**src/hdl/bmp_fifo.sv**
```systemverilog
module bmp_fifo #(
    parameter int WIDTH = 8,
    parameter int DEPTH = 4
) (
    input  logic                       i_clk,
    input  logic                       i_rst_n,
    input  logic                       i_push,
    input  logic [WIDTH-1:0]           i_data,
    output logic                       o_full,
    input  logic                       i_pop,
    output logic                       o_empty,
    output logic [WIDTH-1:0]           o_data,
    output logic [$clog2(DEPTH+1)-1:0] o_count
);

    localparam int PW = $clog2(DEPTH);
    localparam int CW = $clog2(DEPTH + 1);

    logic [WIDTH-1:0] r_slot [DEPTH];
    logic [PW-1:0]    r_wr_ptr, n_wr_ptr;
    logic [PW-1:0]    r_rd_ptr, n_rd_ptr;
    logic [CW-1:0]    r_count, n_count;
    logic             do_push, do_pop;

    assign o_full  = (r_count == CW'(DEPTH));
    assign o_empty = (r_count == '0);
    assign o_data  = r_slot[r_rd_ptr];
    assign o_count = r_count;
    assign do_push = i_push && !o_full;
    assign do_pop  = i_pop && !o_empty;

    always_comb begin
        n_wr_ptr = do_push ? r_wr_ptr + PW'(1) : r_wr_ptr;
        n_rd_ptr = do_pop  ? r_rd_ptr + PW'(1) : r_rd_ptr;
        n_count  = r_count + CW'(do_push) - CW'(do_pop);
    end

    always_ff @(posedge i_clk) begin
        if (!i_rst_n) begin
            r_wr_ptr <= '0;
            r_rd_ptr <= '0;
            r_count  <= '0;
        end else begin
            r_wr_ptr <= n_wr_ptr;
            r_rd_ptr <= n_rd_ptr;
            r_count  <= n_count;
        end
    end

    always_ff @(posedge i_clk) begin
        if (do_push) begin
            r_slot[r_wr_ptr] <= i_data;
        end
    end

endmodule

```
**config.mk**
```make
export PLATFORM = sky130hd
export DESIGN_NAME = bmp_fifo
export DESIGN_NICKNAME = d
export VERILOG_FILES = /design/src/hdl/bmp_fifo.sv
export SDC_FILE = /design/constraint.sdc
export NUM_CORES = 1
export LEC_CHECK = 0
export BUFFER_PORTS_ARGS = -buffer_cell sky130_fd_sc_hd__clkbuf_2
export CORE_UTILIZATION = 59
export CTS_CLUSTER_DIAMETER = 50
export DETAILED_ROUTE_END_ITERATION = 7
export GPL_ROUTABILITY_DRIVEN = 0
export GPL_TIMING_DRIVEN = 1
export PLACE_DENSITY_LB_ADDON = 0.3
export SKIP_CTS_REPAIR_TIMING = 1
export SYNTH_ARGS = -nofsm -noshare
export SYNTH_HDL_FRONTEND = slang
export SYNTH_SLANG_ARGS = --single-unit
```
**constraint.sdc**
```tcl
create_clock -name i_clk -period 6.28 [get_ports i_clk]
set_input_delay 0.628 -clock i_clk [delete_from_list [all_inputs] [get_ports i_clk]]
set_output_delay 0.628 -clock i_clk [all_outputs]
set_load 0.01 [all_outputs]
```
=== Word-level counts from Yosys, hierarchy flattened ===
Memories as Yosys holds them, arrays and structs flattened. A register that Yosys moved wholly into a read port is not among the register bits.
Index checks and enable logic that the tools add are counted.

* Add/sub/neg operators: 4
* $mul: 0
* Div/mod/pow operators: 0
* Magnitude comparators: 0
* Equal/unequal tests: 1
* Shift-type cells: 0
* Muxes and demuxes: 4
* Bitwise gates (word level): 0
* Reduce and logical (&&, ||, !) cells: 5

{| class="wikitable"
|+ Operators with widths
! cell !! count
|-
| 2-bit by 1-bit adder with 2-bit output, second input constant || 2
|-
| 2-bit 2-to-1 mux || 2
|-
| 3-bit by 1-bit adder with 3-bit output || 1
|-
| 3-bit == test, second input constant || 1
|-
| 3-bit zero test || 1
|-
| 3-bit by 1-bit subtractor with 3-bit output || 1
|-
| 1-bit logical AND || 2
|-
| 1-bit zero test || 2
|-
| 1-bit 2-to-1 mux || 2
|}

* Register bits: 7
* Latch bits: 0
* RAM bits: 32
* Memory bits (read-only): 0
* Output and inout port bits: 13
* Word-level logic and storage cells: 18
* Memories kept: 1

{| class="wikitable"
|+ Memory list
! memory !! words !! bits a word !! rd ports !! clocked after Yosys merged registers in !! write ports !! line !! RTL
|-
| r_slot || 4 || 8 || 1 || 1 || 1 || 19 || <nowiki>logic [WIDTH-1:0] r_slot [DEPTH];</nowiki>
|}

=== Logic depth before layout (Yosys ltp) ===
Gate-level depths: netlist of the first run.

* Depth after elaboration: 5
* Mapped depth: 11
* Mapped depth without buffers: 10

=== Worst setup path before layout of the first run ===
Ideal clock, no wire load.

* Path kind: input to register
* Start: input i_push
* End: register r_count[2], in the netlist o_count[2]
* Data arrival time: 2.157 ns
* Required time: 6.165 ns
* Setup slack: 4.008 ns
* Cell stages on the path: 10
* Cell sequence: nor2b_1 buf_6 inv_1 ha_1 inv_1 ha_1 fa_1 xnor2_1 xnor2_1 and2_1

* Cells in the longest elaborated chain, start to end: 3

{| class="wikitable"
|+ Ends and longest elaborated chain
! what !! line !! RTL
|-
| start: declaration || 7 || <nowiki>input logic i_push,</nowiki>
|-
| 1-bit logical AND || 29 || <nowiki>assign do_push = i_push && !o_full;</nowiki>
|-
| 3-bit by 1-bit adder with 3-bit output || 35 || <nowiki>n_count = r_count + CW'(do_push) - CW'(do_pop);</nowiki>
|-
| 3-bit by 1-bit subtractor with 3-bit output || 35 ||
|-
| end signal: assignment || 46 || <nowiki>r_count <= n_count;</nowiki>
|-
| end: declaration || 22 || <nowiki>logic [CW-1:0] r_count, n_count;</nowiki>
|}

Every way passes these cells.
A chain may end at the register's enable or synchronous reset.

=== Final worst setup path of the first run ===
* Start: register r_count[2], in the netlist o_count[2]
* End: register r_count[2], in the netlist o_count[2]

* Cells in the longest elaborated chain, start to end: 5
* Elaborated cells between the ends (all ways): 8
* Those cells by class: 2 x add/sub; 1 x eq/ne; 5 x reduce/logical

{| class="wikitable"
|+ Ends and longest elaborated chain
! what !! line !! RTL
|-
| 3-bit == test || 25 || <nowiki>assign o_full = (r_count == CW'(DEPTH));</nowiki>
|-
| 1-bit zero test || 29 ||
|-
| 1-bit logical AND || 29 ||
|-
| 3-bit by 1-bit adder with 3-bit output || 35 ||
|-
| 3-bit by 1-bit subtractor with 3-bit output * || 35 ||
|}

Mark *: on every way between the ends. The rest lies on a longest branch, timed or not.

==> flow_metrics.tcl, run 1 <==
set metrics [dict create \
    status "finished clean" \
    vdd_drop_max_v 0.0002351 \
    fmax_mhz 414.9 \
    drc 0 \
    htreeDepth 2 \
    dp_slack_ps 3655 \
    routed_wl_um 2264 \
    drive_gt1_frac 0.3388 \
    placed_area_um2 1775 \
    worstHoldStart "r_rd_ptr[1]" \
    critPathKind "flip-flop to flip-flop" \
    top_usage_layer "met2" \
    grt_use_met3 0.06667 \
    drt-pass1-iter-count 4 \
    fp.dieW_um 54.75 \
    die_h_um 54.75 \
    dp_hpwl_um 1588 \
    rows 18 \
    power_w 0.0006618 \
    start_kind "flip-flop" \
    grt_use_met1 0.2090 \
    design_area_um2 1836 \
    nets 139 \
    die_area_um2 2997 \
    final-max-slew-violation-count 0 \
    crit_chain "nor3b_2 -> nor2b_1 -> inv_1 -> ha_1 -> inv_1 -> ha_1 -> fa_1 -> xnor2_1 -> xnor2_1 -> and2_1" \
    cts_tree "yes" \
    n_antenna_cell 0 \
    areaGrowthSynthToFinish_pct 11.81 \
    synth_cell_types 20 \
    cpLargestDelayFamily "adder cells" \
    crit_cells 10 \
    hold_violations 0 \
    worstMarginPinSlew_ps 540.7 \
    holdWs_ps 492.2 \
    setup_ws_ps 3870 \
    setup_viol 0 \
    finalCritPeriodShare 0.3838 \
    grt_pass1_vias 748 \
    ys_seq_area_frac 0.6951 \
    synth-seq-cells 41 \
    maxCapViolCount 0 \
    cts_root_buf "clkbuf_4" \
    final_common_cell "edfxtp_1" \
    power.density_nw_per_um2 360.6 \
    io_pins 25 \
    startpoint "o_count[2]" \
    clock_latency_ps 330 \
    via_per_inst 5.470 \
    cp_num_buf_inv 2 \
    required_ps 6530 \
    rsz0062_at_grt "no" \
    start_util 0.6450 \
    cts_buffers 5 \
    design.core.area_um2 2545 \
    crit_fanout 7 \
    p_leak_nw 0.6833 \
    synth_fp_nets 112 \
    track_usage 0.1813 \
    dr.first_iter.drc_count 11 \
    yosysWarningCount 0 \
    vias 826 \
    cts.clk_slew.worst_paths_ps 110 \
    synth_area_um2 1642 \
    max_slew_margin 0.6390 \
    cp-end-kind "flip-flop" \
    ant_nets 0 \
    period_needed_ps 2410 \
    reg2reg_from "o_count[2]" \
    r2r_cells 10 \
    cpPeakStageDelay_ps 380 \
    whs_path_depth 2 \
    fin_skew_ps 10.27 \
    tns_ps 0 \
    avgSynthCellArea_um2 17.65 \
    layout_common_cells "edfxtp_1, clkbuf_2, dfxtp_1, mux4_2, and2_1" \
    grt_pass1_wl_um 3436 \
    met2_usage 0.2952 \
    cp.arrival_ps 2660 \
    wl_per_cell_um 14.99 \
    fillCellCount 162 \
    io_buffer_count 24 \
    antenna_found_initial 0 \
    cts.sinks 41 \
    grt_remaining_overflow 0 \
    hold_class "flip-flop to flip-flop" \
    slowest_stage "nor2b_1" \
    syn_inst 93 \
    cts_buffer_depth 2 \
    grt_start_max_net_pins 13 \
]
-- registers in the layout, indices dropped and copies added, names as in the netlist, named ones only --
name      count
r_rd_ptr      2
o_count       3
r_slot       32
r_wr_ptr      2
-- through the flow --
step	std cells	util
2_1_floorplan	93	-
4_1_cts	151	0.7212
3_5_place_dp	143	0.6976
6_report	151	0.7212
3_3_place_gp	143	0.6976
5_1_grt	151	0.7212
-- logic make-up after synthesis --
kind of cell | count (synthesis) | synth area share
flip-flops | 41 | 0.6951
AND/OR/NAND/NOR | 19 | 0.07241
AO/OA/AOI/OAI | 4 | 0.01372
adder cells (fa/ha/maj) | 7 | 0.05793
XOR/XNOR | 2 | 0.01067
buffers and inverters | 10 | 0.02820
multiplexers | 10 | 0.1220
-- tightest hold or removal path, delay by kind of cell, from the launching register on --
kind / cells / cell delay, ps
compound gates: 2 / 130
flops: 1 / 320
-- cell usage after synthesis --
| master | number | area share |
|---|---|---|
| edfxtp_1 | 32 | 0.59 |
| dfxtp_1 | 9 | 0.11 |
| mux4_2 | 8 | 0.11 |
| and2_1 | 7 | 0.027 |
| ha_1 | 6 | 0.046 |
| inv_1 | 6 | 0.014 |
| nand2_1 | 6 | 0.014 |
| o21ai_0 | 3 | 0.0091 |
| clkbuf_1 | 2 | 0.0046 |
| mux2i_1 | 2 | 0.012 |
| nor2b_1 | 2 | 0.0076 |
| xnor2_1 | 2 | 0.011 |
| a21boi_1 | 1 | 0.0046 |
| buf_2 | 1 | 0.0030 |
| buf_6 | 1 | 0.0069 |
| fa_1 | 1 | 0.012 |
| nand4bb_1 | 1 | 0.0069 |
| nor3_2 | 1 | 0.0061 |
| nor3b_2 | 1 | 0.0076 |
| or3_1 | 1 | 0.0038 |
-- power by group --
group          internal (W)  switching, W  total [W]  leakage (nW)
clock             0.0000527     0.0000761   0.000129        0.0357
sequential         0.000332     0.0000320   0.000364         0.367
combinational     0.0000898     0.0000794   0.000169         0.281
total              0.000474      0.000187   0.000662         0.683
-- worst paths after layout --
kind,to,slack (ps)
worst max register to register,o_count[2],3870
worst max-delay path,o_count[2],3870
worst min register to register,r_rd_ptr[1],490
worst min-delay path,r_rd_ptr[1],490
-- layer usage --
metal,wire (um),vias up
met5,0,-
met4,21,0
met3,101,3
met2,1217,20
met1,924,404
li1,-,399
-- layout make-up --
class / count / area, um^2 / area share
clock buffer: 6 / 51.30 / 0.02795
clock inverter: 2 / 8.758 / 0.004772
inverter: 6 / 22.52 / 0.01227
multi-input combinational: 42 / 454.2 / 0.2474
sequential: 41 / 1141 / 0.6217
tap: 30 / 37.54 / 0.02045
timing repair buffer: 24 / 120.1 / 0.06544
Note: power is estimated with default switching activity, not from simulation.
==> inputs of run 2 (changes only) <==
--- a/config.mk
+++ b/config.mk
@@ -6,7 +6,7 @@
 export NUM_CORES = 1
 export LEC_CHECK = 0
 export BUFFER_PORTS_ARGS = -buffer_cell sky130_fd_sc_hd__clkbuf_2
-export CORE_UTILIZATION = 59
+export CORE_UTILIZATION = 55
 export CTS_CLUSTER_DIAMETER = 50
 export DETAILED_ROUTE_END_ITERATION = 7
 export GPL_ROUTABILITY_DRIVEN = 0
==> constraint.sdc (replaced) <==
create_clock -name i_clk -period 2.35 [get_ports i_clk]
set_input_delay 0.235 -clock i_clk [delete_from_list [all_inputs] [get_ports i_clk]]
set_output_delay 0.235 -clock i_clk [all_outputs]
set_load 0.01 [all_outputs]
==> run 2 against run 1 <==
Sequential power increased to 2.7 times the previous value. Highest routed layer unchanged. Combinational power increased to 2.9 times the previous value. Clock power increased to 3.0 times the previous value. Power increased to 2.8 times the previous value. Critical endpoint unchanged. Via count increased by 2.2%. Non-clock buffer count increased by 1. Clock skew about the same. Sequential share of layout area decreased by 0.92 points.
==> flow_metrics.tcl, run 2 (synthesis results as in run 1) <==
set metrics [dict create \
    vias 844 \
    design.core.area_um2 2781 \
    power_w 0.001852 \
    drt-pass1-iter-count 4 \
    status "finished clean" \
    layout_common_cells "edfxtp_1, clkbuf_2, dfxtp_1, mux4_2, and2_1" \
    fin_skew_ps 10.31 \
    wl_per_cell_um 15.60 \
    required_ps 2610 \
    nets 140 \
    cts_buffers 5 \
    worstMarginPinSlew_ps 559.9 \
    final_common_cell "edfxtp_1" \
    die_area_um2 3207 \
    slowest_stage "dfxtp_1" \
    n_antenna_cell 0 \
    p_switching_w 0.0005361 \
    rsz0062_at_grt "no" \
    antenna_found_initial 0 \
    cp.arrival_ps 2440 \
    fmax_mhz 458.3 \
    grt_start_max_net_pins 13 \
    crit_fanout 4 \
    grt_remaining_overflow 0 \
    p_seq_frac 0.528 \
    cpPeakStageDelay_ps 380 \
    cts_root_buf "clkbuf_4" \
    grt_use_met1 0.1823 \
    rows 19 \
    track_usage 0.1696 \
    cts_buffer_depth 2 \
    vdd_drop_max_v 0.0009569 \
    dp_hpwl_um 1673 \
    cts.sinks 41 \
    finalCritPeriodShare 0.9286 \
    final-max-slew-violation-count 0 \
    p_leak_nw 0.6966 \
    met2_usage 0.2908 \
    regMostFlops "r_slot" \
    maxCapViolCount 0 \
    fillCellCount 210 \
    ant_nets 0 \
    max_slew_margin 0.6262 \
    grt_pass1_wl_um 3801 \
    pwr-share-comb 0.262 \
    intPower_w 0.001316 \
    setup_viol 0 \
    drive_gt1_frac 0.3607 \
    start_kind "flip-flop" \
    routed_wl_um 2387 \
    io_pins 25 \
    via_per_inst 5.516 \
    power.density_nw_per_um2 994.2 \
    tns_ps 0 \
    p_clk_frac 0.210 \
    fp.dieW_um 56.63 \
    hold_violations 0 \
    cts.clk_slew.worst_paths_ps 120 \
    crit_chain "nor3b_2 -> nor2b_2 -> inv_1 -> ha_1 -> inv_1 -> ha_1 -> fa_1 -> xnor2_1 -> xnor2_1 -> and2_1" \
    period_needed_ps 2182 \
    critPathKind "flip-flop to flip-flop" \
    areaGrowthSynthToFinish_pct 13.49 \
    largest_reg_flops 32 \
    cp-end-kind "flip-flop" \
    grt_pass1_vias 832 \
    drc 0 \
    clock_latency_ps 350 \
    io_buffer_count 24 \
    die_h_um 56.63 \
    top_usage_layer "met2" \
    start_util 0.5902 \
    grt_use_met3 0.07143 \
    cts_tree "yes" \
    htreeDepth 2 \
    hold_class "input port to flip-flop" \
    dr.first_iter.drc_count 21 \
    p_sw_frac 0.2895 \
]
## run 2: final timing paths
path | endpoint | slack, ps | cells past startpoint | startpoint
setup / recovery | o_count[2] | 170 | 10 | o_count[2]
hold / removal | r_slot[0][1] | 100 | 1 | i_data[1]
setup reg to reg | o_count[2] | 170 | 10 | o_count[2]
hold reg to reg | r_wr_ptr[0] | 510 | 2 | r_wr_ptr[0]
## run 2: area by class of cell
type | count | area [um^2] | area share
flip-flops and latches | 41 | 1141 | 0.6125
clock inverters | 1 | 5.005 | 0.002686
inverters | 6 | 22.52 | 0.01209
clock buffers | 7 | 65.06 | 0.03492
repair buffers | 25 | 127.6 | 0.06850
well taps | 31 | 38.79 | 0.02082
multi-input cells | 42 | 462.9 | 0.2485
## run 2: metrics by stage
stage                 util  cell area, um^2  setup slack, ps  hold WS, ps  instances
global placement    0.6415             1784            230.3        450.4        145
CTS                 0.6667             1854            107.4        89.00        153
detailed placement  0.6415             1784            142.7        459.0        145
global route        0.6698             1863            24.58        87.46        153
floorplan                -             1642            160.6        333.9         93
finish              0.6698             1863            167.8        95.47        153
## run 2: layer usage
| metal | part of all wire | routed length, um |
|---|---|---|
| met1 | 0.40 | 954 |
| met2 | 0.53 | 1258 |
| met3 | 0.050 | 119 |
| met4 | 0.023 | 55 |
| met5 | 0 | 0 |
## run 2: critical path, delay by kind of cell, from the launching register on
kind / cells / cell delay [ps]
adders and majority gates: 3 / 830
and+or+nand+nor: 3 / 500
DFF: 1 / 380
xor gates and xnor gates: 2 / 300
buffers and inverters: 2 / 100
## run 2: power by group through the flow
stage	clock network (W)	logic (W)	registers (W)
4_1_cts	0.000396	0.000487	0.000974
2_1_floorplan	0	0.000356	0.000948
3_5_place_dp	0	0.000482	0.000991
3_3_place_gp	0	0.000463	0.000983
6_report	0.000389	0.000486	0.000977
5_1_grt	0.000421	0.000534	0.000991
