**src/hdl/bmp_pkg.sv**
```systemverilog
package bmp_pkg;

    localparam int CFG_DIM_W   = 13;
    localparam int CFG_BS_W    = 8;
    localparam int CFG_DATA_W  = 13;
    localparam int CFG_ADDR_W  = 2;
    localparam int ROW_W       = 12;
    localparam int MAX_HEIGHT  = 4096;
    localparam int COLOUR_W    = 24;

    localparam int MID_DEPTH   = 4;
    localparam int OUT_DEPTH   = 4;
    localparam int CAPACITY    = MID_DEPTH + OUT_DEPTH + 1;
    localparam int INFLIGHT_W  = $clog2(CAPACITY + 1);

    localparam logic [CFG_DIM_W-1:0] RST_FRAME_WIDTH  = 13'd640;
    localparam logic [CFG_DIM_W-1:0] RST_FRAME_HEIGHT = 13'd480;
    localparam logic [CFG_BS_W-1:0]  RST_BLOCK_SIZE   = 8'd20;

    typedef enum logic [CFG_ADDR_W-1:0] {
        REG_FRAME_WIDTH  = 2'd0,
        REG_FRAME_HEIGHT = 2'd1,
        REG_BLOCK_SIZE   = 2'd2
    } t_reg_idx;

    typedef enum logic [1:0] {
        OP_PASS  = 2'd0,
        OP_STORE = 2'd1,
        OP_FETCH = 2'd2
    } t_op;

    typedef struct packed {
        logic [CFG_DIM_W-1:0] frame_width;
        logic [CFG_DIM_W-1:0] frame_height;
        logic [CFG_BS_W-1:0]  block_size;
    } t_cfg;

    typedef struct packed {
        logic       frame_start;
        logic [7:0] red_in;
        logic [7:0] green_in;
        logic [7:0] blue_in;
    } t_pixel_in;

    typedef struct packed {
        logic [7:0] red_out;
        logic [7:0] green_out;
        logic [7:0] blue_out;
    } t_pixel_out;

    typedef struct packed {
        t_op                 op;
        logic [COLOUR_W-1:0] colour;
    } t_cmd;

endpackage

```
**src/hdl/bmp_front.sv**
```systemverilog
module bmp_front #(
    parameter int MAX_WIDTH = 4096
) (
    input  logic                           i_clk,
    input  logic                           i_rst_n,
    input  bmp_pkg::t_cfg                  i_cfg,
    input  logic                           i_valid,
    input  bmp_pkg::t_pixel_in             i_pixel,
    output bmp_pkg::t_cmd                  o_cmd,
    output logic [$clog2(MAX_WIDTH)-1:0]   o_idx
);

    import bmp_pkg::*;

    localparam int AW  = $clog2(MAX_WIDTH);
    localparam int WW  = $clog2(MAX_WIDTH + 1);
    localparam int SW  = ((WW > CFG_DIM_W) ? WW : CFG_DIM_W) + 2;
    localparam int RSW = CFG_DIM_W + 2;

    logic [AW-1:0]       r_col, n_col;
    logic [ROW_W-1:0]    r_row, n_row;
    logic [CFG_BS_W-1:0] r_col_ph, n_col_ph;
    logic [CFG_BS_W-1:0] r_row_ph, n_row_ph;
    logic [AW-1:0]       r_bidx, n_bidx;

    logic [AW-1:0]       col;
    logic [ROW_W-1:0]    row;
    logic [CFG_BS_W-1:0] col_ph, row_ph;
    logic [AW-1:0]       bidx;
    logic [SW-1:0]       eff_w, col_s, cph_s, cstart, col_inc;
    logic [RSW-1:0]      eff_h, row_s, rph_s, rstart, row_inc;
    logic [CFG_BS_W:0]   cph_inc, rph_inc;
    logic                col_full, row_full, bs_zero;

    always_comb begin
        // zero dimensions act as one, oversize ones clip to the maximum
        if (i_cfg.frame_width == '0) begin
            eff_w = SW'(1);
        end else if (SW'(i_cfg.frame_width) > SW'(MAX_WIDTH)) begin
            eff_w = SW'(MAX_WIDTH);
        end else begin
            eff_w = SW'(i_cfg.frame_width);
        end
        if (i_cfg.frame_height == '0) begin
            eff_h = RSW'(1);
        end else if (RSW'(i_cfg.frame_height) > RSW'(MAX_HEIGHT)) begin
            eff_h = RSW'(MAX_HEIGHT);
        end else begin
            eff_h = RSW'(i_cfg.frame_height);
        end

        if (i_pixel.frame_start) begin
            col    = '0;
            row    = '0;
            col_ph = '0;
            row_ph = '0;
            bidx   = '0;
        end else begin
            col    = r_col;
            row    = r_row;
            col_ph = r_col_ph;
            row_ph = r_row_ph;
            bidx   = r_bidx;
        end

        bs_zero  = (i_cfg.block_size == '0);
        col_s    = SW'(col);
        cph_s    = SW'(col_ph);
        cstart   = (col_s >= cph_s) ? col_s - cph_s : '0;
        row_s    = RSW'(row);
        rph_s    = RSW'(row_ph);
        rstart   = (row_s >= rph_s) ? row_s - rph_s : '0;
        col_full = !bs_zero && (cstart + SW'(i_cfg.block_size) <= eff_w);
        row_full = !bs_zero && (rstart + RSW'(i_cfg.block_size) <= eff_h);

        o_cmd.colour = {i_pixel.red_in, i_pixel.green_in, i_pixel.blue_in};
        o_idx        = bidx;
        if (col_full && row_full) begin
            o_cmd.op = (col_ph == '0 && row_ph == '0) ? OP_STORE : OP_FETCH;
        end else begin
            o_cmd.op = OP_PASS;
        end

        // position advance
        col_inc  = col_s + SW'(1);
        row_inc  = row_s + RSW'(1);
        cph_inc  = {1'b0, col_ph} + 9'd1;
        rph_inc  = {1'b0, row_ph} + 9'd1;
        n_col    = col;
        n_row    = row;
        n_col_ph = col_ph;
        n_row_ph = row_ph;
        n_bidx   = bidx;
        if (col_inc >= eff_w) begin
            n_col    = '0;
            n_col_ph = '0;
            n_bidx   = '0;
            if (row_inc >= eff_h) begin
                n_row    = '0;
                n_row_ph = '0;
            end else begin
                n_row    = row_inc[ROW_W-1:0];
                n_row_ph = (rph_inc >= {1'b0, i_cfg.block_size}) ?
                           '0 : rph_inc[CFG_BS_W-1:0];
            end
        end else begin
            n_col = col_inc[AW-1:0];
            if (cph_inc >= {1'b0, i_cfg.block_size}) begin
                n_col_ph = '0;
                n_bidx   = bidx + AW'(1);
            end else begin
                n_col_ph = cph_inc[CFG_BS_W-1:0];
            end
        end
    end

    always_ff @(posedge i_clk) begin
        if (!i_rst_n) begin
            r_col    <= '0;
            r_row    <= '0;
            r_col_ph <= '0;
            r_row_ph <= '0;
            r_bidx   <= '0;
        end else if (i_valid) begin
            r_col    <= n_col;
            r_row    <= n_row;
            r_col_ph <= n_col_ph;
            r_row_ph <= n_row_ph;
            r_bidx   <= n_bidx;
        end
    end

endmodule

```
**config.mk**
```make
export PLATFORM = sky130hd
export DESIGN_NAME = bmp_front
export DESIGN_NICKNAME = d
export VERILOG_FILES = /design/src/hdl/bmp_pkg.sv /design/src/hdl/bmp_front.sv
export SDC_FILE = /design/constraint.sdc
export NUM_CORES = 1
export LEC_CHECK = 0
export BUFFER_PORTS_ARGS = -buffer_cell sky130_fd_sc_hd__buf_2
export CAP_MARGIN = 30
export CORE_ASPECT_RATIO = 0.6
export CORE_MARGIN = 2
export CORE_UTILIZATION = 37
export DETAILED_ROUTE_END_ITERATION = 10
export HOLD_SLACK_MARGIN = 0.08
export SLEW_MARGIN = 20
export SYNTH_ARGS = -nofsm -noshare
export SYNTH_HDL_FRONTEND = slang
export SYNTH_SLANG_ARGS = --single-unit
```
**constraint.sdc**
```tcl
create_clock -name i_clk -period 7.4 [get_ports i_clk]
set_clock_uncertainty 0.05 [all_clocks]
set_input_delay 0.74 -clock i_clk [delete_from_list [all_inputs] [get_ports i_clk]]
set_output_delay 0.74 -clock i_clk [all_outputs]
set_load 0.01 [all_outputs]
```
**After elaboration in Yosys (flattened, before gate mapping)**

Index checks and enable logic that the tools add are counted.

- Magnitude comparators: 10
- Add/subtract/negate cells: 9
- Reduce and logical (&&, ||, !) cells: 10
- Muxes and demuxes: 23

Operators by type and width:

| kind | number |
|---|---|
| 12-bit 2-to-1 mux | 8 |
| 8-bit 2-to-1 mux | 7 |
| 13-bit 2-to-1 mux | 4 |
| 15-bit by 8-bit adder with 15-bit output | 2 |
| 13-bit by 15-bit greater-or-equal comparator with 1-bit output | 2 |
| 15-bit less-or-equal comparator | 2 |
| 15-bit 2-to-1 mux | 2 |
| 12-bit by 1-bit adder with 13-bit output, second input constant | 2 |
| 13-bit > comparator, second input constant | 2 |
| 13-bit logical NOT | 2 |
| 12-bit by 8-bit subtractor with 13-bit output | 2 |
| 12-bit by 8-bit greater-or-equal comparator with 1-bit output | 2 |
| 8-bit logical NOT | 3 |
| 8-bit by 1-bit adder with 9-bit output, second input constant | 2 |
| 9-bit by 8-bit greater-or-equal comparator with 1-bit output | 2 |
| 12-bit by 1-bit adder with 12-bit output, second input constant | 1 |
| 1-bit logical AND | 4 |
| 2-bit 2-to-1 mux | 2 |
| 1-bit logical NOT | 1 |

- Flip-flop bits (word level): 52
- Logic and storage cells: 57
- Input bits: 62
- Output and inout bits: 38

**Depth between registers and ports, before layout**

Gate-level depths: netlist (run 1).

- Depth in word-level cells: 8
- Depth in mapped cells: 35
- Gate-level depth less buffers: 30

**Worst setup path before layout (run 1)**

OpenSTA, ideal clock, no wires.

- Path kind: input -> output
- Start: input i_pixel[24] in the netlist's numbering
- End: output o_cmd[25] in the netlist's numbering
- Path buffers: 6
- Cell stages on the path: 34
- Arrival time: 7192 ps
- Path slack: -582 ps
- Required time: 6610 ps
- Cell sequence: inv_1 -> clkbuf_1 -> clkbuf_1 -> clkbuf_1 -> buf_1 -> nand2_1 -> ha_1 -> clkbuf_1 -> nand3b_1 -> o22ai_1 -> nor2b_1 -> or3_4 -> nor4_1 -> clkbuf_1 -> nand2b_1 -> inv_1 -> ha_1 -> a21o_1 -> a21oi_1 -> o21ai_0 -> a21oi_1 -> nor2b_1 -> o41ai_1 -> nor4b_1 -> xor2_1 -> ha_1 -> and3_1 -> nand4_1 -> a21oi_1 -> a221oi_1 -> a211oi_1 -> a211oi_1 -> nand2_1 -> nor3_1

RTL lines:

| element | line | text |
|---|---|---|
| from (decl) | bmp_front.sv:8 | `input bmp_pkg::t_pixel_in i_pixel,` |
| to (decl) | bmp_front.sv:9 | `output bmp_pkg::t_cmd o_cmd,` |

==> impl_results.md, run 1 <==
* GRT Overall Usage at 21.5%
* Routability cong. at 0.955
* Clock tree buffer depth at 2
* CTS Buf Count at 5
* Tot Pwr at 0.000825 W
* DRC at 0
* Cell Pwr Density at 100 mW/mm2
* 1st-iter DRT viols at 628
* Synthesis Warnings at 0
* Clock share of power at 30.9%
* Setup CP Type: in2out
* First-pass GRT wire length at 35.5 mm
* Comb power frac at 34.8%
* Sequential Power Share at 34.2%
* Crit. Startpoint: i_pixel[24]
* P&R area growth vs syn at 12.5%
* Hpwl dp at 18.5 mm
* Critical Path Max Stage Delay at 550 ps
* Largest net degree at the start of global routing at 43
* Crit Path Max Fanout at 16
* Filler cell count at 1,944
* Dpl cells at 1,259
* Levels on crit path at 28
* Final setup violation count at 0
* Top Family by Delay on Critical Path: compound AO/OA/AOI/OAI gates
* Site row count at 39
* Worst rel slew slack at 40.0%
* Critical Path AT at 6310 ps
* Req. time, crit path at 6610 ps
* Post-synth top flop: dfxtp_1
* Async SR Flop Fraction at 0%
* Max Fclk at 0.141 GHz
* Max-Cap Viols at 0
* Mapped cell area at 0.00731 mm2
* Post-synth net total at 1,150
* Startpoint types: primary input
* IO Count at 100
* Vias per inst at 5.71
* Hold buffer count at CTS at 0
* Multi-input combinational cell area at 0.00589 mm2
* Leakage at 3.59 nW
* Worst-skew pair later-pin latency at 310 ps
* DIE HEIGHT at 113 um
* Total number of vias at 7,277
* DP Area at 0.00780 mm2
* Max Slew Vio Count at 0
* Post-synthesis sequential area ratio at 14.2%
* Clk root buf: clkbuf_16
* Reg-to-Reg Start: r_col[0]$_SDFFE_PN0P_
* CTS clock-pin slew for the worst setup and hold paths at 80 ps
* Post-synth cell types at 75
* CTS H-tree lvls at 2
* Antenna violations before repair at 0
* Total congestion overflow at 0
* Switch share at 35.3%
* Status: complete, no violations
* Vias in the first global route at 6,454
* Maximum vdd drop at 0.0000912 V
* R2R cell count at 16
* CTS tree: done
* Register Area at 0.00104 mm2
* Starting Density at 38.1%
* Critical path endpoint category: output pin
* Wire per inst at 18.2 um
* RR Endpoint: r_row[7]$_SDFFE_PN0P_
* Worst hold stages at 1
* Worst R2R Setup Slack at 3200 ps
* Final Non-Filler Cells at 1,275
* Syn Inst Count at 985
* Post-synth EDFFs at 0
* Final WL at 23.2 mm
* PortBufs at 51
* P_int at 0.000533 W
* Die Width at 185 um
* Hold path startpoint: r_bidx[11]$_SDFFE_PN0P_
* Buf/Inv on CP at 7
* Initial DRT Pass Iterations at 5
* Die ar. at 0.0209 mm2
* Final Hold Vio Count at 0
* Post-DRT Antenna Nets at 0
* Nets@finish at 1,172
* Worst Tran Pin Value at 888 ps
* WHS at 435 ps
* Switching pwr at 0.000291 W
* Final min period at 7100 ps
* Tightest Hold Check Type: reg2reg
* Worst path slowest cell: or4_1
* Tcrit/Tclk final at 96.0%
* Clock Sinks at 52
* Share of cells above drive strength 1 at 13.7%
* Hold Path Sink: r_bidx[11]$_SDFFE_PN0P_
* Setup tns final at 0 ps
* Core region area at 0.0192 mm2
* Syn_area_per_cell at 7.42 um2
* Seq cells post-synth at 52
* RSZ-0062 raised after global routing: no
* Post-Layout Inst Area at 0.00822 mm2
cell type report:
type	instances	share of cell area, %
clock inverter	3	0.304
clock buffer	5	1.52
tap	266	4.05
timing repair buffer	87	7.47
sequential	52	12.7
inverter	49	2.33
antenna	1	0.0304
multi-input combinational	812	71.6
timing repair:
action                     4_1_cts  5_1_grt
resized for setup                0       46
setup buffers                    0        4
setup endpoints to repair        0        2
how the worst max path moves through the flow:
stage	to	slack, ps
global placement	o_cmd[24]	300
CTS	o_cmd[24]	180
floorplan	o_cmd[24]	9
finish	o_cmd[24]	300
global route	o_cmd[24]	0.1
detailed placement	o_cmd[24]	210
registers in the layout (all words and copies together) (netlist names):
| name | flops |
|---|---|
| r_col | 12 |
| r_bidx | 12 |
| r_row_ph | 8 |
| r_row | 12 |
| r_col_ph | 8 |
cell usage after synthesis (6+ instances only):
cell type / instances / area [um2]
nor2_1: 84 / 315
dfxtp_1: 52 / 1040
inv_1: 49 / 184
a21oi_1: 34 / 170
clkbuf_1: 39 / 146
o21ai_0: 37 / 185
and3_1: 16 / 100
nand2b_1: 17 / 106
a21o_1: 12 / 90.1
ha_1: 100 / 1250
o21a_1: 12 / 90.1
nand4_1: 16 / 100
xnor2_1: 42 / 368
nor4_1: 16 / 100
a21boi_0: 19 / 143
nand3_1: 44 / 220
a22o_1: 20 / 175
nand2_1: 96 / 360
xor2_1: 29 / 254
nor3_1: 19 / 95.1
nor2b_1: 58 / 363
a211oi_1: 6 / 45.0
and2_1: 14 / 87.6
buf_2: 7 / 35.0
buf_4: 25 / 188
a22oi_1: 9 / 67.6
placed cells by master, fill, tap and decap left out, types with 6 or more instances in the layout:
| cell | instances |
|---|---|
| a211oi_1 | 6 |
| a21boi_0 | 18 |
| a21o_1 | 12 |
| a21oi_1 | 30 |
| a22o_1 | 20 |
| a22oi_1 | 9 |
| and2_1 | 14 |
| and3_1 | 16 |
| buf_2 | 51 |
| buf_4 | 28 |
| clkbuf_16 | 8 |
| dfxtp_1 | 52 |
| ha_1 | 97 |
| inv_1 | 48 |
| nand2_1 | 95 |
| nand2b_1 | 16 |
| nand3_1 | 44 |
| nand4_1 | 16 |
| nor2_1 | 84 |
| nor2b_1 | 53 |
| nor3_1 | 18 |
| nor4_1 | 15 |
| o21a_1 | 12 |
| o21ai_0 | 31 |
| xnor2_1 | 42 |
| xor2_1 | 29 |
per-stage QoR:
stage	worst slack, ps	utilization (%)
2_1_floorplan	9.25	-
3_3_place_gp	304	40.6
3_5_place_dp	208	40.7
4_1_cts	184	41.4
5_1_grt	0.115	42.9
6_report	299	42.9
power by group through the flow:
stage | sequential [W] | clock, W | combinational [W]
global placement | 0.000289 | 0 | 0.000257
finish | 0.000282 | 0.000255 | 0.000287
CTS | 0.000282 | 0.000261 | 0.000261
detailed placement | 0.000289 | 0 | 0.000260
global route | 0.000283 | 0.000269 | 0.000317
floorplan | 0.000289 | 0 | 0.000193
worst reg2reg max path: stages (launching register included):
cell,delay [ps]
dfxtp_1,380
nand2_1,130
inv_1,160
ha_1,200
and3_1,200
nand3_1,140
nor2b_1,260
and4_1,260
xnor2_1,90
ha_1,270
and3_1,170
nand4_1,110
a221oi_1,300
buf_4,240
o2111a_1,440
and2_1,520
a31o_2,230
per-layer routing:
layer  track usage (%)  up-vias  wire, um
met3              6.12        8      2280
met4              2.75        0       110
met2              25.7      289      8090
met5                 0        -         0
met1              36.3     3397     12800
li1                  -     3583         -
logic make-up (layout without fill, tap and decap cells):
family / after synthesis / after routing / share of synthesized area [%]
AOI/OAI and AO/OA: 219 / 219 / 21.6
xor gates and xnor gates: 71 / 71 / 8.51
adders and majority gates: 103 / 103 / 17.9
buffers and inverters: 121 / 144 / 7.62
DFF: 52 / 52 / 14.2
muxes: 5 / 5 / 0.719
other: 0 / 1 / 0
and+or+nand+nor: 414 / 414 / 29.4
Note: power is estimated with default switching activity, not from simulation.
==> run 2: changes to the inputs <==
BUFFER_PORTS_ARGS = default   (was -buffer_cell sky130_fd_sc_hd__buf_2)
CORE_UTILIZATION = 45   (was 37)
DONT_BUFFER_PORTS = 1   (was default)
==> run 2 against run 1 <==
Compared with the run above: hold slack better by 2.8 ps; flip-flop and latch count stayed put; utilization rose by 4.4 points; sequential power is essentially flat; first-iteration DRC count shrank 1.1%; cell count is 10% lower; register-to-register slack got worse by 270 ps; fmax grew 1.3%; combinational power decreased by 18%; non-clock buffer count decreased by 71; largest cell class unchanged; largest power group is now registers.
==> impl_results.md, run 2 (synthesis gave the netlist of run 1 again) <==
* Startpoint types: primary input
* PortBufs at 0 (-100%)
* GRT Overall Usage at 24.6% (+3.1 points)
* Hpwl dp at 17.2 mm (-7.1%)
* Core region area at 0.0160 mm2 (-16%)
* Final WL at 21.2 mm (-8.6%)
* Critical Path AT at 6220 ps (-90 ps)
* Largest regs: r_bidx: 12 flops, r_col: 12 flops, r_row: 12 flops
* Total congestion overflow at 0 (unchanged)
* Final min period at 7010 ps (-92.4 ps)
* Initial DRT Pass Iterations at 5 (unchanged)
* Max Slew Vio Count at 0 (unchanged)
* Most common cell after layout, fill and taps aside: ha_1
* Largest net degree at the start of global routing at 77 (+79%)
* P&R area growth vs syn at 3.73%
* Clk root buf: clkbuf_16
* Req. time, crit path at 6610 ps (about the same)
* Setup CP Type: in2out
* DIE HEIGHT at 103 um (-9.0%)
* Final WS setup at 392 ps (+92.4 ps)
* Maximum vdd drop at 0.0000779 V (-15%)
* Die ar. at 0.0173 mm2 (-17%)
* Setup tns final at 0 ps (unchanged)
* Dpl cells at 1,133 (-10%)
* Hold buffer count at CTS at 0 (unchanged)
* Antenna violations before repair at 0 (unchanged)
* Post-DRT Antenna Nets at 0 (unchanged)
* CTS tree: done
* CTS H-tree lvls at 2 (unchanged)
* Filler cell count at 1,646 (-15%)
* Clock Sinks at 52 (unchanged)
* Tcrit/Tclk final at 94.7% (-1.2 points)
* Max-Cap Viols at 0 (unchanged)
* Worst-skew pair later-pin latency at 320 ps (about the same)
* Leakage at 3.23 nW (-10%)
* Final Non-Filler Cells at 1,146 (-10%)
* Site row count at 36 (-7.7%)
* Worst Tran Pin Value at 925 ps (+36.2 ps)
* Final setup violation count at 0 (unchanged)
* Routability cong. at 0.918 (-3.9%)
* Cell Pwr Density at 102 mW/mm2 (+1.5%)
* First-pass GRT wire length at 33.6 mm (-5.5%)
* Max Fclk at 0.143 GHz (+1.3%)
* Most frequent cells in the layout: 98 x ha_1, 95 x nand2_1, 84 x nor2_1
* Total number of vias at 6,918 (-4.9%)
* DRC at 0 (unchanged)
* Vias in the first global route at 6,150 (-4.7%)
* Vias per inst at 6.04 (+5.8%)
* Place WS at 242 ps (+33.9 ps)
* CTS clock-pin slew for the worst setup and hold paths at 80 ps (about the same)
* IO Count at 100 (unchanged)
* Status: complete, no violations
* Nets@finish at 1,101 (-6.1%)
* Wire per inst at 18.5 um (+1.7%)
* Final Hold Vio Count at 0 (unchanged)
* Clock tree buffer depth at 2 (unchanged)
* Antenna cells at 0 (-1)
* 1st-iter DRT viols at 621 (-1.1%)
* Share of cells above drive strength 1 at 5.66% (-8.0 points)
* Critical path endpoint category: output pin
* Tightest Hold Check Type: reg2reg
* Crit Path Max Fanout at 76 (+60)
* Die Width at 168 um (-9.1%)
* CTS Buf Count at 5 (unchanged)
* RSZ-0062 raised after global routing: no
* Critical Path Max Stage Delay at 400 ps (-150 ps)
* Worst rel slew slack at 38.3% (-1.7 points)
* Starting Density at 45.6% (+7.5 points)
* Worst path slowest cell: or3_4
-- run 2: layer usage --
layer / up-vias / global-route usage, % / wire length, um
met1: 3237 / 39.4 / 11700
met2: 233 / 31.2 / 7480
met4: 0 / 3.85 / 128
met5: - / 0 / 0
met3: 9 / 7.64 / 1900
li1: 3439 / - / -
-- run 2: critical path, delay by kind of cell --
family / cells / cell delay, ps
AO/OA/AOI/OAI: 10 / 1700
XOR/XNOR: 1 / 160
adder cells (fa/ha/maj): 3 / 890
buffers and inverters: 4 / 520
AND/OR/NAND/NOR: 12 / 2150
-- run 2: worst paths after layout --
check	startpoint	slack (ps)	cells after the start	endpoint
max	i_pixel[24]	390	30	o_cmd[25]
min	r_bidx[6]$_SDFFE_PN0P_	440	2	r_bidx[6]$_SDFFE_PN0P_
max reg2reg	r_col[0]$_SDFFE_PN0P_	2930	16	r_bidx[6]$_SDFFE_PN0P_
min reg2reg	r_bidx[6]$_SDFFE_PN0P_	440	2	r_bidx[6]$_SDFFE_PN0P_
-- run 2: report_power, final --
part / switching [W] / internal (W)
clock network: 0.000127 / 0.000128
registers: 0.00000145 / 0.000281
logic: 0.000132 / 0.000102
total: 0.000260 / 0.000511
-- run 2: timing repair --
item	4_1_cts	5_1_grt
endpoints found under the setup margin	0	2
resized for setup	0	15
buffers inserted	0	4
-- run 2: metrics by stage --
step | hold WS (ps) | utilization, % | total power, W | instance area (um2)
2_1_floorplan | 391 | - | 0.000482 | 7340
3_3_place_gp | 413 | 45.6 | 0.000512 | 7300
3_5_place_dp | 420 | 45.6 | 0.000512 | 7310
4_1_cts | 436 | 46.5 | 0.000770 | 7460
5_1_grt | 464 | 47.3 | 0.000820 | 7580
6_report | 438 | 47.3 | 0.000772 | 7580
-- run 2: layout make-up --
cell class | count | area [um2] | area share, %
clock buffer | 5 | 125 | 1.65
inverter | 49 | 184 | 2.43
timing repair buffer | 16 | 120 | 1.58
tap | 209 | 262 | 3.45
clock inverter | 3 | 25.0 | 0.330
sequential | 52 | 1040 | 13.7
multi-input combinational | 812 | 5820 | 76.8
==> run 3: changes to the inputs <==
--- a/config.mk
+++ b/config.mk
@@ -14,2 +14,3 @@
 export HOLD_SLACK_MARGIN = 0.08
+export RECOVER_POWER = 25
 export SLEW_MARGIN = 20
--- a/constraint.sdc
+++ b/constraint.sdc
@@ -4,2 +4,2 @@
 set_output_delay 0.74 -clock i_clk [all_outputs]
-set_load 0.01 [all_outputs]
+set_load 0.05 [all_outputs]
==> run 3 against run 2 <==
Compared with the run above: sequential share of layout area fell by 0.21 points; cell count up 0.70%; count of clock-buffer cells in the layout is the same; setup slack better by 22 ps; register-to-register slack gained 140 ps; fmax rose by 0.32%; clock power about the same; power is 2.5% higher; combinational power is 8.5% higher; sequential power about the same; largest cell class unchanged.
==> impl_results.md, run 3 (synthesis gave the netlist of run 1 again) <==
* Vias in the first global route at 5,993 (-2.6%)
* Maximum vdd drop at 0.0000890 V (+14%)
* Hold path startpoint: r_bidx[10]$_SDFFE_PN0P_
* Clock tree buffer depth at 2 (unchanged)
* CTS tree: done
* Final WS setup at 414 ps (+22.2 ps)
* Hold buffer count at CTS at 0 (unchanged)
* Vias per inst at 6.02 (-0.28%)
* Most common cell after layout, fill and taps aside: ha_1
* Clk root buf: clkbuf_16
* Final setup violation count at 0 (unchanged)
* Routability cong. at 0.910 (-0.82%)
* R2R cell count at 16 (unchanged)
* Cell Pwr Density at 103 mW/mm2 (+0.92%)
* Final WL at 21.2 mm (about the same)
* Die ar. at 0.0173 mm2 (unchanged)
* Worst path slowest cell: or4_1
* Most frequent cells in the layout: 97 x ha_1, 94 x nand2_1, 84 x nor2_1
* Hpwl dp at 17.1 mm (-0.20%)
* CTS clock-pin slew for the worst setup and hold paths at 80 ps (about the same)
* Crit Path Max Fanout at 76 (unchanged)
* Tcrit/Tclk final at 94.4% (-0.30 points)
* Total number of vias at 6,947 (+0.42%)
* Worst R2R Setup Slack at 3070 ps (+140 ps)
* DIE HEIGHT at 103 um (unchanged)
* CTS H-tree lvls at 2 (unchanged)
* Post-DRT Antenna Nets at 0 (unchanged)
* Reg-to-Reg Start: r_col[0]$_SDFFE_PN0P_
* Startpoint types: primary input
* Critical path endpoint category: output pin
* DRC at 0 (unchanged)
* Total congestion overflow at 0 (unchanged)
* Worst rel slew slack at 31.0% (-7.3 points)
* Tightest Hold Check Type: reg2reg
* Worst-skew pair later-pin latency at 320 ps (about the same)
* Max Slew Vio Count at 0 (unchanged)
* Antenna violations before repair at 0 (unchanged)
* P&R area growth vs syn at 5.36%
* RR Endpoint: r_bidx[6]$_SDFFE_PN0P_
* Req. time, crit path at 6610 ps (about the same)
* Critical Path AT at 6200 ps (-20 ps)
* Final min period at 6990 ps (-22.2 ps)
* Share of cells above drive strength 1 at 6.98% (+1.3 points)
* Setup CP Type: in2out
* Die Width at 168 um (unchanged)
* Place WS at 179 ps (-62.9 ps)
* Final Hold Vio Count at 0 (unchanged)
* Status: complete, no violations
* Leakage at 3.27 nW (+1.4%)
* Nets@finish at 1,109 (+0.73%)
* Max Fclk at 0.143 GHz (+0.32%)
* Worst Tran Pin Value at 1030 ps (+109 ps)
* GRT Overall Usage at 24.2% (-0.35 points)
* Hold Path Sink: r_bidx[10]$_SDFFE_PN0P_
* Antenna cells at 0 (unchanged)
* CTS Buf Count at 5 (unchanged)
* Worst hold stages at 2 (unchanged)
* Core region area at 0.0160 mm2 (unchanged)
* Wire per inst at 18.4 um (-0.64%)
* Final Non-Filler Cells at 1,154 (+0.70%)
* Site row count at 36 (unchanged)
* 1st-iter DRT viols at 664 (+6.9%)
* Initial DRT Pass Iterations at 5 (unchanged)
* Crit. Startpoint: i_pixel[24]
* Largest regs: r_bidx: 12 flops, r_col: 12 flops, r_row: 12 flops
* PortBufs at 0 (unchanged)
* IO Count at 100 (unchanged)
* Largest net degree at the start of global routing at 77 (unchanged)
* Critical Path Max Stage Delay at 540 ps (+140 ps)
* Max-Cap Viols at 0 (unchanged)
* Starting Density at 45.6% (unchanged)
* Dpl cells at 1,145 (+1.1%)
* Clock Sinks at 52 (unchanged)
* First-pass GRT wire length at 33.0 mm (-1.6%)
[run 3: worst max-delay path, delay by kind of cell]
family / cells / cell delay [ps]
AOI/OAI and AO/OA: 10 / 1820
adders and majority gates: 4 / 1260
and+or+nand+nor: 10 / 1670
xor gates and xnor gates: 1 / 160
buffers and inverters: 5 / 540
[run 3: metal layers]
layer / GRT usage, % / up-vias / wire length (um)
li1: - / 3460 / -
met1: 39.4 / 3220 / 11500
met2: 30.0 / 248 / 7450
met3: 6.26 / 19 / 1980
met4: 5.90 / 0 / 276
met5: 0 / - / 0
[run 3: worst max path at each step]
stage,slack [ps],endpoint
detailed placement,180,o_cmd[24]
floorplan,10,o_cmd[24]
global route,-6,o_cmd[24]
CTS,160,o_cmd[24]
global placement,290,o_cmd[24]
finish,410,o_cmd[24]
[run 3: cell type report]
cell class / instances / area [um2]
clock buffer: 5 / 125
clock inverter: 3 / 26.3
fill: 1602 / 8340
inverter: 49 / 184
multi-input combinational: 812 / 5870
sequential: 52 / 1040
tap: 209 / 262
timing repair buffer: 24 / 191
[run 3: what timing repair did]
action / in CTS / in global routing
endpoints found under the setup margin: 0 / 2
resized for setup: 0 / 9
buffers inserted: 0 / 0
[run 3: per-stage QoR]
stage / hold WS [ps] / setup TNS, ps / utilization, % / area, um2 / power [W]
2_1_floorplan: 391 / 0 / - / 7530 / 0.000520
3_3_place_gp: 409 / 0 / 46.5 / 7460 / 0.000532
3_5_place_dp: 410 / 0 / 46.8 / 7510 / 0.000535
4_1_cts: 430 / 0 / 47.8 / 7660 / 0.000792
5_1_grt: 454 / -5.54 / 48.0 / 7700 / 0.000831
6_report: 422 / 0 / 48.0 / 7700 / 0.000791
[run 3: power breakdown]
group          switching (W)  internal [W]  total [W]
clock network       0.000127      0.000128   0.000255
logic               0.000145      0.000108   0.000254
registers         0.00000141      0.000281   0.000282
